File: config.mk
export PLATFORM = sky130hd
export DESIGN_NAME = checksummed_command_frame_receiver_top
export DESIGN_NICKNAME = d
export VERILOG_FILES = /design/src/cfr_pkg.sv /design/src/cfr_core.sv /design/src/cfr_out_buf.sv /design/src/checksummed_command_frame_receiver_top.sv
export SDC_FILE = /design/constraint.sdc
export NUM_CORES = 1
export LEC_CHECK = 0
export BUFFER_PORTS_ARGS = -buffer_cell sky130_fd_sc_hd__buf_2
export CAP_MARGIN = 0
export CORE_MARGIN = 2
export CORE_UTILIZATION = 45
export CTS_CLUSTER_SIZE = 28
export DETAILED_ROUTE_END_ITERATION = 8
export PLACE_DENSITY = 0.61
export SLEW_MARGIN = 25
export SYNTH_ARGS = -nofsm -noshare
export SYNTH_HDL_FRONTEND = slang
export SYNTH_SLANG_ARGS = --single-unit
File: constraint.sdc
create_clock -name clk -period 6 [get_ports clk]
set_input_delay 0.3 -clock clk [delete_from_list [all_inputs] [get_ports clk]]
set_output_delay 0.3 -clock clk [all_outputs]
set_load 0.03 [all_outputs]
File: src/cfr_pkg.sv
`default_nettype none

package cfr_pkg;

    // frame geometry
    localparam int FRAME_BYTES = 9;
    localparam int CNT_W       = $clog2(FRAME_BYTES + 1);
    localparam logic [7:0] HDR_BYTE  = 8'hAA;
    localparam logic [7:0] TAIL_BYTE = 8'h55;

    // configuration
    localparam int ADDR_W = 2;
    localparam logic [ADDR_W-1:0] ADDR_LINK_TIMEOUT = '0;
    localparam logic [15:0] LINK_TIMEOUT_RESET = 16'd300;

    // stream widths
    localparam int IN_DATA_W  = 8;
    localparam int IN_USER_W  = 2;

    // item kinds carried in tuser
    typedef enum logic [1:0] {
        OP_BYTE  = 2'd0,
        OP_TICK  = 2'd1,
        OP_CHECK = 2'd2,
        OP_NONE  = 2'd3
    } op_t;

    // one input transfer
    typedef struct packed {
        op_t        op;
        logic [7:0] data;
        logic       last;
    } item_t;

    // command fields of the last good frame
    typedef struct packed {
        logic [7:0]        body_height;
        logic signed [7:0] turn_rate;
        logic signed [7:0] velocity_y;
        logic signed [7:0] velocity_x;
        logic [7:0]        gait_switch;
        logic [7:0]        mode_switch;
    } fields_t;

    // one result, first member in the highest bits so frame_accepted lands at bit 0
    typedef struct packed {
        logic [15:0] good_frame_count;
        logic        link_active;
        fields_t     fields;
        logic        checksum_error;
        logic        frame_accepted;
    } result_t;

    localparam int RESULT_W   = $bits(result_t);
    localparam int OUT_DATA_W = ((RESULT_W + 7) / 8) * 8;

endpackage

`default_nettype wire

File: src/cfr_core.sv
`default_nettype none

module cfr_core (
    input  wire logic             clk,
    input  wire logic             rst_n,
    input  wire logic             accept,
    input  wire cfr_pkg::item_t   item,
    input  wire logic [15:0]      link_timeout,
    output cfr_pkg::result_t      result
);

    logic [7:0]                  window_reg [cfr_pkg::FRAME_BYTES];
    logic [cfr_pkg::CNT_W-1:0]   count_reg, count_next;
    logic                        done_reg, done_next;
    logic [31:0]                 time_reg, time_next;
    logic [31:0]                 last_good_reg, last_good_next;
    logic                        link_reg, link_next;
    logic [15:0]                 good_cnt_reg, good_cnt_next;
    cfr_pkg::fields_t            latch_reg, latch_next;

    logic [7:0]  sum;
    logic [31:0] elapsed;
    logic        hit;
    logic        good;
    logic        bad;

    // frame detection, checksum and link supervision
    always_comb
    begin
        sum = '0;
        for (int k = 1; k <= cfr_pkg::FRAME_BYTES - 2; k++)
        begin
            sum = sum + window_reg[k];
        end

        // window after the shift: header is today's byte 1, tail is the new byte
        hit = (item.op == cfr_pkg::OP_BYTE) && !done_reg
              && (count_reg >= cfr_pkg::CNT_W'(cfr_pkg::FRAME_BYTES - 1))
              && (window_reg[1] == cfr_pkg::HDR_BYTE)
              && (item.data == cfr_pkg::TAIL_BYTE);
        good = hit && (sum == window_reg[cfr_pkg::FRAME_BYTES - 1]);
        bad  = hit && !good;

        elapsed = time_reg - last_good_reg;

        count_next     = count_reg;
        done_next      = done_reg;
        time_next      = time_reg;
        last_good_next = last_good_reg;
        link_next      = link_reg;
        good_cnt_next  = good_cnt_reg;
        latch_next     = latch_reg;

        case (item.op)
            cfr_pkg::OP_BYTE:
            begin
                if (count_reg < cfr_pkg::CNT_W'(cfr_pkg::FRAME_BYTES))
                begin
                    count_next = count_reg + 1'b1;
                end
                if (hit)
                begin
                    done_next = 1'b1;
                end
                if (good)
                begin
                    latch_next.mode_switch = window_reg[2];
                    latch_next.gait_switch = window_reg[3];
                    latch_next.velocity_x  = window_reg[4];
                    latch_next.velocity_y  = window_reg[5];
                    latch_next.turn_rate   = window_reg[6];
                    latch_next.body_height = window_reg[7];
                    last_good_next = time_reg;
                    link_next      = 1'b1;
                    good_cnt_next  = good_cnt_reg + 1'b1;
                end
                if (item.last)
                begin
                    count_next = '0;
                    done_next  = 1'b0;
                end
            end
            cfr_pkg::OP_TICK:
            begin
                time_next = time_reg + 1'b1;
            end
            cfr_pkg::OP_CHECK:
            begin
                if (link_reg && (elapsed > {16'd0, link_timeout}))
                begin
                    link_next     = 1'b0;
                    good_cnt_next = '0;
                end
            end
            default:
            begin
            end
        endcase

        result.frame_accepted   = good;
        result.checksum_error   = bad;
        result.fields           = latch_next;
        result.link_active      = link_next;
        result.good_frame_count = good_cnt_next;
    end

    // state update on each accepted transfer
    always_ff @(posedge clk or negedge rst_n)
    begin
        if (!rst_n)
        begin
            for (int k = 0; k < cfr_pkg::FRAME_BYTES; k++)
            begin
                window_reg[k] <= '0;
            end
            count_reg     <= '0;
            done_reg      <= 1'b0;
            time_reg      <= '0;
            last_good_reg <= '0;
            link_reg      <= 1'b0;
            good_cnt_reg  <= '0;
            latch_reg     <= '0;
        end
        else if (accept)
        begin
            if (item.op == cfr_pkg::OP_BYTE)
            begin
                for (int k = 0; k < cfr_pkg::FRAME_BYTES - 1; k++)
                begin
                    window_reg[k] <= window_reg[k + 1];
                end
                window_reg[cfr_pkg::FRAME_BYTES - 1] <= item.data;
            end
            count_reg     <= count_next;
            done_reg      <= done_next;
            time_reg      <= time_next;
            last_good_reg <= last_good_next;
            link_reg      <= link_next;
            good_cnt_reg  <= good_cnt_next;
            latch_reg     <= latch_next;
        end
    end

endmodule

`default_nettype wire

File: src/cfr_out_buf.sv
`default_nettype none

module cfr_out_buf (
    input  wire logic              clk,
    input  wire logic              rst_n,
    input  wire logic              in_valid,
    output logic                   in_ready,
    input  wire cfr_pkg::result_t  in_data,
    output logic                   out_valid,
    input  wire logic              out_ready,
    output cfr_pkg::result_t       out_data
);

    logic             out_valid_reg;
    logic             skid_valid_reg;
    cfr_pkg::result_t out_data_reg;
    cfr_pkg::result_t skid_data_reg;
    logic             in_fire;
    logic             out_fire;

    assign in_ready  = !skid_valid_reg;
    assign out_valid = out_valid_reg;
    assign out_data  = out_data_reg;
    assign in_fire   = in_valid && in_ready;
    assign out_fire  = out_valid_reg && out_ready;

    // valid flags of the output and skid stages
    always_ff @(posedge clk or negedge rst_n)
    begin
        if (!rst_n)
        begin
            out_valid_reg  <= 1'b0;
            skid_valid_reg <= 1'b0;
        end
        else
        begin
            if (out_fire)
            begin
                if (skid_valid_reg)
                begin
                    skid_valid_reg <= 1'b0;
                end
                else
                begin
                    out_valid_reg <= in_fire;
                end
            end
            else if (!out_valid_reg)
            begin
                out_valid_reg <= in_fire;
            end
            else if (in_fire)
            begin
                skid_valid_reg <= 1'b1;
            end
        end
    end

    // payload moves
    always_ff @(posedge clk)
    begin
        if (out_fire && skid_valid_reg)
        begin
            out_data_reg <= skid_data_reg;
        end
        else if (in_fire && (out_fire || !out_valid_reg))
        begin
            out_data_reg <= in_data;
        end
        else if (in_fire)
        begin
            skid_data_reg <= in_data;
        end
    end

endmodule

`default_nettype wire

File: src/checksummed_command_frame_receiver_top.sv
// Command frame receiver with header, tail and 8-bit additive checksum.
// Input stream: one transfer per item. tuser gives the kind (received byte,
// one-millisecond tick, link check), tdata the received byte, tlast marks
// the last byte of a packet. Every input transfer yields exactly one output
// transfer carrying the frame flags, the latched command fields of the last
// good frame, the link state and the good-frame count.
// The first 9-byte window of a packet that opens with 0xAA and closes with
// 0x55 is checked once; the rest of that packet is skipped.
// Results are registered in the output or skid stage. Throughput: one item per
// cycle while s_axis_tready is high; all work sits between the input and the
// output register in a single pass (window shift, 7-byte sum, 32-bit compare).
// An output register plus a one-entry skid stage keep the input open while a
// result waits; if the receiver stalls with both full, s_axis_tready drops
// until the output is taken.
// Reset clears the window, packet state, time, link and count; the link
// timeout register resets to 300 ms; the user must write it through the APB
// port at address 0 only while the stream is idle; the block does not check.
`default_nettype none

module checksummed_command_frame_receiver_top (
    input  wire logic                               clk,
    input  wire logic                               rst_n,
    // s_axis_tdata: data_byte
    input  wire logic                               s_axis_tvalid,
    output logic                                    s_axis_tready,
    input  wire logic [cfr_pkg::IN_DATA_W-1:0]      s_axis_tdata,
    // s_axis_tuser: operation
    input  wire logic [cfr_pkg::IN_USER_W-1:0]      s_axis_tuser,
    input  wire logic                               s_axis_tlast,
    // m_axis_tdata: frame_accepted, checksum_error, mode_switch, gait_switch,
    // velocity_x, velocity_y, turn_rate, body_height, link_active,
    // good_frame_count, zero fill
    output logic                                    m_axis_tvalid,
    input  wire logic                               m_axis_tready,
    output logic [cfr_pkg::OUT_DATA_W-1:0]          m_axis_tdata,
    input  wire logic                               psel,
    input  wire logic                               penable,
    input  wire logic                               pwrite,
    input  wire logic [cfr_pkg::ADDR_W-1:0]         paddr,
    input  wire logic [31:0]                        pwdata,
    output logic [31:0]                             prdata,
    output logic                                    pready
);

    logic [15:0]      timeout_reg;
    logic             in_fire;
    cfr_pkg::item_t   item;
    cfr_pkg::result_t core_result;
    cfr_pkg::result_t out_result;

    // configuration register
    assign pready = 1'b1;

    always_ff @(posedge clk or negedge rst_n)
    begin
        if (!rst_n)
        begin
            timeout_reg <= cfr_pkg::LINK_TIMEOUT_RESET;
        end
        else if (psel && penable && pwrite && pready
                 && (paddr == cfr_pkg::ADDR_LINK_TIMEOUT))
        begin
            timeout_reg <= pwdata[15:0];
        end
    end

    always_comb
    begin
        unique case (paddr)
            cfr_pkg::ADDR_LINK_TIMEOUT: prdata = {16'd0, timeout_reg};
            default:                    prdata = '0;
        endcase
    end

    // input item
    assign in_fire   = s_axis_tvalid && s_axis_tready;
    assign item.op   = cfr_pkg::op_t'(s_axis_tuser);
    assign item.data = s_axis_tdata;
    assign item.last = s_axis_tlast;

    cfr_core u_core (
        .clk          (clk),
        .rst_n        (rst_n),
        .accept       (in_fire),
        .item         (item),
        .link_timeout (timeout_reg),
        .result       (core_result)
    );

    cfr_out_buf u_out_buf (
        .clk       (clk),
        .rst_n     (rst_n),
        .in_valid  (s_axis_tvalid),
        .in_ready  (s_axis_tready),
        .in_data   (core_result),
        .out_valid (m_axis_tvalid),
        .out_ready (m_axis_tready),
        .out_data  (out_result)
    );

    assign m_axis_tdata = {{(cfr_pkg::OUT_DATA_W - cfr_pkg::RESULT_W){1'b0}}, out_result};

endmodule

`default_nettype wire

# ---- Word level (Yosys, flattened, before mapping)
# Index checks and enable logic that the tools add are counted.
# W data, S select, Z words.
dict set report classes {
  addsub 10
  multipliers 0
  div_mod_pow 0
  n_lt_le_gt_ge 3
  eq_ne 6
  n_shift 0
  mux 21
  n_bitwise 2
  reduce_logical 33
}
# cell n
set ops {}
lappend ops {{$mux W67} 2}
lappend ops {{$mux W48} 2}
lappend ops {{$add A8 B8 Y8} 6}
lappend ops {{$mux W16} 3}
lappend ops {{$add A32 B1 Y32 const B} 1}
lappend ops {{$gt A32 B16 Y1} 1}
lappend ops {{$pmux W16 S2} 1}
lappend ops {{$sub A32 B32 Y32} 1}
lappend ops {{$add A16 B1 Y16 const B} 1}
lappend ops {{$logic_and A1 B1 Y1} 14}
lappend ops {{$reduce_and A3 Y1} 4}
lappend ops {{$mux W1} 10}
lappend ops {{$reduce_bool A2 Y1} 5}
lappend ops {{$eq A8 B7 Y1 const B} 1}
lappend ops {{$eq A8 B8 Y1} 1}
lappend ops {{$eq A8 B8 Y1 const B} 1}
lappend ops {{$mux W4} 2}
lappend ops {{$reduce_and A2 Y1} 3}
lappend ops {{$add A4 B1 Y4 const B} 1}
lappend ops {{$ge A4 B4 Y1 const B} 1}
lappend ops {{$logic_not A1 Y1} 4}
lappend ops {{$logic_not A2 Y1} 2}
lappend ops {{$lt A4 B4 Y1 const B} 1}
lappend ops {{$eq A2 B1 Y1 const B} 1}
lappend ops {{other kinds (5)} 6}
dict set report word_totals {
  ff_bits 350
  latch_bits 0
  ramBits 0
  rom_bits 0
  output_inout_bits 107
  mem_count 0
}

# ---- Logic depth before layout (Yosys ltp)
# Gate-level depths: netlist (run 1).
dict set report depth {
  depth_word 12
  mapped_depth 22
}

# ---- By module
# Synthesis (run 1) repeated with hierarchy kept, for this count alone.
dict set report hier_totals {
  hier_cells 1701
  hier_area_um2 18805.5
}
# mod n_inst cells_per_inst area_per_inst_um2 seq_area_each_um2
set by_module_without_submodules {}
lappend by_module_without_submodules {cfr_core 1 1402 12782.3 4954.8}
lappend by_module_without_submodules {cfr_out_buf 1 221 5063.6 4073.9}
lappend by_module_without_submodules {checksummed_command_frame_receiver_top 1 78 959.7 405.4}

# ---- Worst setup path after synthesis (run 1)
# No wires, ideal clock.
dict set report synth_timing {
  kind {reg2reg}
  from {register u_core.window_reg[10] (netlist name)}
  to {register u_out_buf.skid_data_reg[56] (netlist name), data pin}
  setup_ps 270
  arrival_ps 5185
  path_slack_ps 544
  path_stages_with_launch 16
  path_buffers 0
  synth_period_minus_slack_ps 5456
  path_cell_list {dfrtp_1 > fa_1 > inv_1 > fa_1 > fa_1 > inv_1 > fa_1 > fa_1 > xor2_1 > or4_1 > nor4_2 > nand3_1 > nor3_1 > a21o_1 > a21oi_1 > or3b_2}
}
# item line_no
set synth_rtl {}
lappend synth_rtl {{start: declaration} cfr_core.sv:12} ;# logic [7:0] window_reg [cfr_pkg::FRAME_BYTES];
lappend synth_rtl {{start signal: indexed assignment} cfr_core.sv:130} ;# window_reg[k] <= window_reg[k + 1];
lappend synth_rtl {{start signal: indexed assignment} cfr_core.sv:132} ;# window_reg[cfr_pkg::FRAME_BYTES - 1] <= item.data;
lappend synth_rtl {{end signal: assignment} cfr_out_buf.sv:72} ;# skid_data_reg <= in_data;
lappend synth_rtl {{end: declaration} cfr_out_buf.sv:17} ;# cfr_pkg::result_t skid_data_reg;

==> impl_metrics.csv, run 1 <==
group,metric,value,unit
status,status,"complete, no violations",
logic_synthesis,synth_seq_cells,350,
sta,setup_tns,0,ns
drt,wire_per_inst,16.4,um
sta,fin_crit_sh,95.2,%
global_routing,grt_max_degree,130,
global_routing,antenna_found_initial,2,
placed_design,placed_area,0.0194,mm^2
sta,worst_slew_pin_slew,0.973,ns
finish,final_common_cell,"dfrtp_1",
global_routing,grt_pass1_wl,64.6,mm
clock_network,cts_tree,"built",
sta,slew-limit-headroom,35.1,%
clock_network,cts.clk_slew.worst_paths,0.06,ns
placed_design,hpwl,27.0,mm
clock_network,worstSkewPairLatency,0.55,ns
drt,vias,12600,
drt,avgViaCountPerCell,5.27,
logic_synthesis,synth_edf_count,134,
drt,firstDrtPassIters,5,
sta,setup_viol,0,
finish,syn2layout_area_growth,14.6,%
job,cap_violations,0,
critical_path,cp-start-kind,"flip-flop",
critical_path,reg2reg_from,"u_core.window_reg[34]$_DFFE_PN0P_",
critical_path,crit_type,"reg -> reg",
power,p_per_area,502,mW/mm^2
clock_network,cts_sinks,350,
finish,drive_gt1_share,16.7,%
finish,final_area,0.0209,mm^2
floorplan,coreArea,0.0399,mm^2
critical_path,critPathMostFrequentCell,"fa_1",
sta,rsz0062_at_grt,"false",
drt,drt-total-wl,39.2,mm
drt,ant_nets,0,
drt,wl_met3,1.77,mm
clock_network,clock_path_buffers,3,
logic_synthesis,syn_avg_cell_area,10.7,um^2
power,p_leak,9.50,nW
drt,wl_met2,17.8,mm
floorplan,die_area,0.0422,mm^2
placed_design,io_buffers,120,
sta,fin_crit,5.71,ns
critical_path,critPathMaxStageDelay,0.56,ns
finish,nNetsFinal,1984,
sta,finClkSkew,0.0205,ns
finish,fillCellCount,3549,
logic_synthesis,synth_flop_cell,"dfrtp_1",
logic_synthesis,syn_inst,1711,
floorplan,die_w,206,um
critical_path,required,6.31,ns
logic_synthesis,netlist_area,0.0183,mm^2
power,vdd_ir_drop_max,0.738,mV
sta,finalHoldViolCount,0,
sta,fmax,0.175,GHz
global_routing,grt_pass1_vias,12200,
floorplan,ios,159,
global_routing,grt_use_total,19.1,%
placed_design,pre_cts_slack,0.205,ns
logic_synthesis,seq_area_frac_synth,51.6,%
drt,top_layer,"met5",
critical_path,crit_path_max_fanout,4,
drt,wl_met1,18.9,mm
logic_synthesis,async_flop_share,61.7,%
drt,drt_iter0_drc,647,
placed_design,gp_congestion,0.849,
sta,fin_ws,0.289,ns
critical_path,worstPathArrival,6.02,ns
floorplan,die_h,206,um
clock_network,htree_levels,2,
critical_path,crit_chain,"fa_1 -> inv_1 -> fa_1 -> fa_1 -> inv_1 -> fa_1 -> fa_1 -> xor2_1 -> or4_1 -> nor4_4 -> buf_4 -> and3_2 -> a41oi_1 -> nor3b_1 -> o22ai_1 -> mux2_2",
critical_path,crit_path_end_kind,"flip-flop",
global_routing,overflow,0,
critical_path,critPathLaunch,"u_core.window_reg[34]$_DFFE_PN0P_",
clock_network,cts_made_buffers,38,
worst_hold_path,min_from,"s_axis_tdata[0]",
logic_synthesis,yosys_warnings,0,
floorplan,initial_utilization,45.8,%
finish,most-common-layout-cells,"dfrtp_1, nand2_1, inv_1",
clock_network,root_buffer,"clkbuf_16",
sta,slew_violations,0,
floorplan,fp-row-count,73,
drt,drcViolationCount,0,
critical_path,crit_slowest_cell,"or4_1",
logic_synthesis,synthDistinctLibCells,81,
worst_hold_path,hold_path_class,"in -> reg",
critical path, delay by kind of cell, from the launching register on:
family | cells | cell delay [ns]
fa+ha+maj | 5 | 2.60
xor+xnor | 1 | 0.17
mux | 1 | 0.30
buf+inv | 3 | 0.27
simple gates | 4 | 1.39
flops | 1 | 0.44
compound gates | 2 | 0.27
per-layer routing:
layer	GRT usage [%]	up-vias
li1	-	6168
met1	28.3	6135
met2	29.0	234
met3	3.22	57
met4	5.01	2
met5	0	-
cells by family after synthesis:
logic type      synth area share [%]
other cells                   0.0411
fa+ha+maj                       7.79
simple gates                    11.5
buf+inv                         5.91
compound gates                  11.9
mux                             7.26
flops                           51.6
xor+xnor                        3.93
through the flow:
stage / power [mW] / hold slack [ns] / util [%] / std cells
after floorplan: 6.96 / 0.00441 / - / 1731
after global placement: 7.90 / 0.332 / 48.5 / 2297
after detailed placement: 8.07 / 0.327 / 48.5 / 2297
after CTS: 10.5 / 0.00747 / 52.3 / 2390
after global routing: 11.3 / 0.0181 / 52.5 / 2392
final: 10.5 / 0.0299 / 52.5 / 2392
area by class of cell:
| type | instances | area [um^2] | share of cell area (%) |
|---|---|---|---|
| sequential | 350 | 9430 | 45.0 |
| antenna | 1 | 2.50 | 0.0119 |
| clock inverter | 16 | 194 | 0.926 |
| timing repair buffer | 166 | 1080 | 5.14 |
| clock buffer | 52 | 1070 | 5.13 |
| inverter | 158 | 593 | 2.83 |
| multi-input combinational | 1124 | 7910 | 37.8 |
| tap | 525 | 657 | 3.14 |
path summary, 6_finish.rpt:
kind                                                          to  slack, ns  cells past startpoint
worst max-delay path            u_out_buf.out_data[54]$_DFFE_PP_       0.29                     16
worst min-delay path            u_core.window_reg[0]$_DFFE_PN0P_       0.03                      2
worst max register to register  u_out_buf.out_data[54]$_DFFE_PP_       0.29                     16
worst min register to register  u_core.latch_reg[45]$_DFFE_PN0P_       0.48                      2
max in group asynchronous       u_core.latch_reg[22]$_DFFE_PN0P_       4.51                      3
min in group asynchronous            timeout_reg[14]$_DFFE_PN0P_       0.29                      2
where the power goes:
| group | internal [mW] | switching [mW] | leakage [nW] |
|---|---|---|---|
| sequential | 3.06 | 0.409 | 4.02 |
| combinational | 1.90 | 2.77 | 4.85 |
| clock | 1.43 | 0.956 | 0.627 |
synth_stat cells (18+ instances only):
cell type	count	area share, %
dfrtp_1	212	29
nand2_1	173	3.6
inv_1	157	3.2
edfxtp_1	134	22
o21ai_0	126	3.5
nor2_1	114	2.3
a21oi_1	113	3.1
mux2_2	69	4.3
ha_1	61	4.2
xnor2_1	58	2.8
clkbuf_1	55	1.1
mux2i_1	55	3.0
fa_1	33	3.6
nor3_1	32	0.88
nand3_1	27	0.74
xor2_1	24	1.2
buf_4	22	0.90
nand4_1	18	0.62
repair_timing:
item	4_1_cts	5_1_grt
setup endpoints to repair	0	15
hold endpoints to repair	112	0
hold buffers	25	0
buffers inserted	0	0
gates resized for setup	0	6
Power figures use the tool's default switching activity.
==> run 2, diff against run 1 <==
- CORE_UTILIZATION: 45 -> 36
- PLACE_DENSITY: 0.61 -> 0.51
==> run 2 against run 1 <==
Compared with the run above: setup slack worse by 0.017 ns; non-clock buffer count rose by 17; die area up 24%; critical endpoint is now u_out_buf.out_data[58]$_DFFE_PP_.
==> impl_metrics.csv, run 2 (same netlist as run 1, synthesis figures left out) <==
group,metric,value,unit
clock_network,htree_levels,2,
floorplan,ios,159,
global_routing,grt_use_total,15.9,%
critical_path,reg2reg_from,"u_core.window_reg[10]$_DFFE_PN0P_",
clock_network,clock_path_buffers,3,
finish,fillCellCount,4810,
critical_path,crit_family,"adder cells",
drt,wire_per_inst,16.2,um
critical_path,crit_chain,"fa_1 -> inv_1 -> fa_1 -> fa_1 -> inv_1 -> fa_1 -> fa_1 -> xor2_1 -> or4_1 -> nor4_4 -> nand3_1 -> or4_1 -> a21oi_1 -> o21a_1 -> o31ai_1",
placed_design,io_buffers,120,
floorplan,initial_utilization,36.4,%
worst_hold_path,min_from,"s_axis_tdata[7]",
critical_path,required,6.31,ns
status,status,"complete, no violations",
clock_network,cts_made_buffers,41,
drt,drt_iter0_drc,739,
placed_design,dpl.cell_count,2460,
job,cap_violations,0,
finish,syn2layout_area_growth,16.7,%
drt,avgViaCountPerCell,4.89,
power,finalPower,10.5,mW
floorplan,fp-row-count,82,
sta,fmax,0.175,GHz
drt,firstDrtPassIters,6,
critical_path,path_buf_inv,2,
placed_design,hpwl,28.7,mm
placed_design,gp_congestion,0.836,
worst_hold_path,hold_path_class,"in -> reg",
critical_path,worstPathArrival,6.03,ns
sta,setup_viol,0,
critical_path,critPathMostFrequentCell,"fa_1",
power,vdd_ir_drop_max,0.568,mV
floorplan,die_h,229,um
critical_path,reg2reg_depth,15,
floorplan,coreArea,0.0502,mm^2
critical_path,r2r-end,"u_out_buf.out_data[58]$_DFFE_PP_",
critical_path,crit_path_end_kind,"flip-flop",
finish,most-common-layout-cells,"dfrtp_1, nand2_1, inv_1",
finish,final_common_cell,"dfrtp_1",
clock_network,cts_tree,"built",
drt,vias,12500,
global_routing,grt_pass1_vias,12300,
placed_design,placed_area,0.0197,mm^2
critical_path,critPathMaxStageDelay,0.58,ns
sta,finalHoldViolCount,0,
drt,drt-total-wl,41.5,mm
sta,rsz0062_at_grt,"false",
global_routing,grt_max_degree,115,
sta,slew-limit-headroom,39.4,%
worst_hold_path,hold_depth,2,
placed_design,pre_cts_slack,0.185,ns
floorplan,die_area,0.0526,mm^2
finish,final_area,0.0213,mm^2
finish,nNetsFinal,2004,
worst_hold_path,hold-path-endpoint,"u_core.window_reg[7]$_DFFE_PN0P_",
sta,fin_crit_sh,95.5,%
clock_network,cts_sinks,350,
sta,whs,0.0378,ns
sta,fin_crit,5.73,ns
global_routing,overflow,0,
finish,stdcell_count,2563,
finish,drive_gt1_share,17.5,%
power,p_per_area,495,mW/mm^2
critical_path,crit_path_max_fanout,5,
critical_path,cp-start-kind,"flip-flop",
global_routing,antenna_found_initial,4,
sta,fin_ws,0.272,ns
drt,drcViolationCount,0,
power,p_leak,9.61,nW
sta,setup_tns,0,ns
sta,finClkSkew,0.0270,ns
critical_path,reg2reg_slack,0.27,ns
clock_network,worstSkewPairLatency,0.56,ns
global_routing,grt_pass1_wl,67.8,mm
clock_network,root_buffer,"clkbuf_16",
floorplan,die_w,229,um
critical_path,crit_slowest_cell,"or4_1",
clock_network,cts.clk_slew.worst_paths,0.06,ns
sta,slew_violations,0,
critical_path,crit_type,"reg -> reg",
sta,worst_slew_pin_slew,0.908,ns
drt,ant_nets,0,
finish,post-route-util,42.5,%
run 2: final cells by class:
class | count | area [um^2] | share of cell area (%)
sequential | 350 | 9430 | 44.2
clock inverter | 15 | 144 | 0.675
timing repair buffer | 183 | 1220 | 5.72
multi-input combinational | 1124 | 7910 | 37.1
clock buffer | 60 | 1180 | 5.53
inverter | 158 | 593 | 2.78
tap | 672 | 841 | 3.94
antenna | 1 | 2.50 | 0.0117
run 2: power breakdown:
part,total (mW),switching [mW],internal (mW),leakage [nW]
Clock,2.45,0.997,1.46,0.648
Sequential,3.42,0.368,3.06,4.02
Combinational,4.67,2.76,1.91,4.94
run 2: timing repair:
item	CTS	global route
setup endpoints to repair	0	23
hold buffers	26	0
resized for setup	0	4
buffers inserted	0	0
endpoints found under the hold margin	128	0
run 2: worst max path at each step:
stage | startpoint | endpoint | depth (start not counted) | slack, ns
after floorplan | u_core.window_reg[10]$_DFFE_PN0P_ | u_out_buf.skid_data_reg[56]$_DFFE_PP_ | 15 | 0.54
final | u_core.window_reg[10]$_DFFE_PN0P_ | u_out_buf.out_data[58]$_DFFE_PP_ | 15 | 0.27
after CTS | u_core.window_reg[10]$_DFFE_PN0P_ | u_out_buf.out_data[64]$_DFFE_PP_ | 16 | 0.15
after detailed placement | u_core.window_reg[10]$_DFFE_PN0P_ | u_out_buf.out_data[64]$_DFFE_PP_ | 16 | 0.19
after global placement | u_core.window_reg[34]$_DFFE_PN0P_ | u_out_buf.out_data[4]$_DFFE_PP_ | 16 | 0.20
after global routing | u_core.window_reg[10]$_DFFE_PN0P_ | u_out_buf.out_data[21]$_DFFE_PP_ | 16 | 0.001
run 2: routing by layer:
layer | routed length, um | vias up | global-route usage, %
li1 | - | 6196 | -
met4 | 791 | 6 | 4.08
met5 | 41 | - | 0
met3 | 1580 | 60 | 2.84
met1 | 20000 | 6090 | 22.7
met2 | 19000 | 176 | 25.0
==> run 3, diff against run 2 <==
- PLACE_DENSITY: 0.51 -> 0.53
- clock period: 6 -> 4.8 ns (I/O delays scaled with it)
==> run 3 against run 2 <==
Compared with the run above: the flow now finishes with violations (setup timing); power grew 43%; count of clock-buffer cells in the layout shrank 4; non-clock buffer count grew 176; largest cell class unchanged; highest routed layer is now met4.
==> impl_metrics.csv, run 3 (same netlist as run 1, synthesis figures left out) <==
group,metric,value,unit
global_routing,grt_pass1_vias,13400,
placed_design,gp_congestion,0.820,
sta,worst_slew_pin_slew,1.00,ns
global_routing,grt_max_degree,110,
critical_path,reg2reg_slack,-0.54,ns
critical_path,crit_path_end_kind,"flip-flop",
finish,fillCellCount,4576,
drt,vias,13400,
sta,setup_viol,228,
sta,finClkSkew,0.0245,ns
placed_design,io_buffers,120,
global_routing,grt_pass1_wl,72.1,mm
critical_path,worstPathArrival,5.64,ns
sta,fin_ws,-0.536,ns
status,violations,"setup timing",
critical_path,crit_type,"reg -> reg",
placed_design,placed_area,0.0210,mm^2
sta,slew_violations,0,
sta,setup_tns,-89.41,ns
critical_path,critical_path_depth,19,
finish,seq_area,0.00943,mm^2
clock_network,cts_tree,"built",
finish,stdcell_count,2738,
clock_network,clock_path_buffers,3,
sta,fmax,0.187,GHz
sta,whs,0.124,ns
critical_path,path_buf_inv,4,
power,vdd_ir_drop_max,0.790,mV
critical_path,critPathMostFrequentCell,"fa_1",
floorplan,die_w,229,um
placed_design,pre_cts_slack,-0.627,ns
sta,fin_crit,5.34,ns
drt,drcViolationCount,0,
floorplan,initial_utilization,36.4,%
drt,ant_nets,0,
power,p_per_area,621,mW/mm^2
clock_network,worstSkewPairLatency,0.57,ns
placed_design,hpwl,30.2,mm
drt,firstDrtPassIters,5,
clock_network,cts_sinks,350,
clock_network,root_buffer,"clkbuf_16",
sta,finalHoldViolCount,0,
drt,wire_per_inst,16.5,um
clock_network,htree_levels,2,
status,status,"finished, violations left",
drt,drt_iter0_drc,723,
clock_network,cts.clk_slew.worst_paths,0.06,ns
critical_path,critPathMaxStageDelay,0.57,ns
worst_hold_path,min_from,"s_axis_tvalid",
floorplan,coreArea,0.0502,mm^2
floorplan,fp-row-count,82,
finish,nNetsFinal,2180,
power,p_leak,10.9,nW
finish,most-common-layout-cells,"dfrtp_1, buf_4, inv_1",
critical_path,crit_chain,"fa_1 -> inv_2 -> fa_1 -> fa_1 -> inv_1 -> fa_1 -> ha_1 -> a21o_1 -> a21o_1 -> a2111oi_4 -> nor3_2 -> nor4_2 -> buf_4 -> nand3_4 -> buf_6 -> or4_4 -> a21oi_2 -> o21a_1 -> o31ai_1",
critical_path,reg2reg_depth,19,
critical_path,crit_family,"adder cells",
critical_path,critPathLaunch,"u_core.window_reg[50]$_DFFE_PN0P_",
critical_path,required,5.10,ns
global_routing,grt_use_total,17.0,%
drt,drt-total-wl,45.1,mm
sta,rsz0062_at_grt,"true",
finish,final_area,0.0243,mm^2
placed_design,dpl.cell_count,2585,
finish,num_antenna_cells,0,
global_routing,antenna_found_initial,0,
floorplan,die_area,0.0526,mm^2
critical_path,crit_path_max_fanout,6,
critical_path,reg2reg_from,"u_core.window_reg[50]$_DFFE_PN0P_",
floorplan,die_h,229,um
sta,fin_crit_sh,111,%
critical_path,crit_slowest_cell,"fa_1",
finish,final_common_cell,"dfrtp_1",
floorplan,ios,159,
finish,multi_input_area,0.00908,mm^2
critical_path,cp-start-kind,"flip-flop",
worst_hold_path,hold_depth,4,
clock_network,cts_made_buffers,40,
job,cap_violations,0,
sta,slew-limit-headroom,33.1,%
drt,avgViaCountPerCell,4.90,
global_routing,overflow,0,
finish,syn2layout_area_growth,32.7,%
worst_hold_path,hold_path_class,"in -> reg",
finish,drive_gt1_share,32.0,%
run 3: worst paths after layout:
| kind | to |
|---|---|
| min in group asynchronous | u_core.last_good_reg[16]$_DFFE_PN0P_ |
| max in group asynchronous | u_out_buf.skid_valid_reg$_DFFE_PN0P_ |
| max reg2reg | u_out_buf.out_data[58]$_DFFE_PP_ |
| min reg2reg | u_core.latch_reg[47]$_DFFE_PN0P_ |
| max | u_out_buf.out_data[58]$_DFFE_PP_ |
| min | u_core.time_reg[0]$_DFFE_PN0P_ |
run 3: cell type report:
cell class,instances,area share [%]
Tap cell,672,3.47
Clock buffer,56,4.66
Inverter,158,2.44
Clock inverter,18,1.03
Sequential cell,350,38.9
Multi-Input combinational cell,1125,37.4
Timing Repair Buffer,359,12.1
run 3: per-layer routing:
layer | wire length, um | track usage [%] | up-vias | share of wire, %
li1 | - | - | 6572 | -
met1 | 20400 | 23.1 | 6532 | 45
met2 | 22000 | 28.5 | 253 | 49
met3 | 1720 | 2.66 | 66 | 3.8
met4 | 989 | 4.59 | 0 | 2.2
met5 | 0 | 0 | - | 0
run 3: timing repair:
item                                    4_1_cts  5_1_grt
pin swaps                                    11       32
gates cloned                                  7        4
hold buffers                                 28        0
endpoints found under the setup margin      228      231
hold endpoints to repair                    132        0
resized for setup                            54      200
setup buffers                                15       31
run 3: power by group:
part / switching [mW] / internal, mW / total [mW]
clock: 1.28 / 1.93 / 3.20
sequential: 0.382 / 3.82 / 4.21
combinational: 4.12 / 3.53 / 7.65
total: 5.78 / 9.28 / 15.1
run 3: per-stage QoR:
stage / utilization, % / power [mW]
finish: 48.4 / 15.1
global route: 48.4 / 16.2
CTS: 46.4 / 15.0
detailed placement: 41.8 / 11.2
global placement: 41.8 / 11.1
floorplan: - / 9.10
run 3: worst register-to-register path: stages, from the launching register on:
cell and delay (ns):
dfrtp_1 0.39, fa_1 0.57, inv_2 0.04, fa_1 0.49
fa_1 0.49, inv_1 0.05, fa_1 0.48, ha_1 0.29
a21o_1 0.15, a21o_1 0.18, a2111oi_4 0.32, nor3_2 0.08
nor4_2 0.26, buf_4 0.18, nand3_4 0.07, buf_6 0.16
or4_4 0.48, a21oi_2 0.12, o21a_1 0.16, o31ai_1 0.09
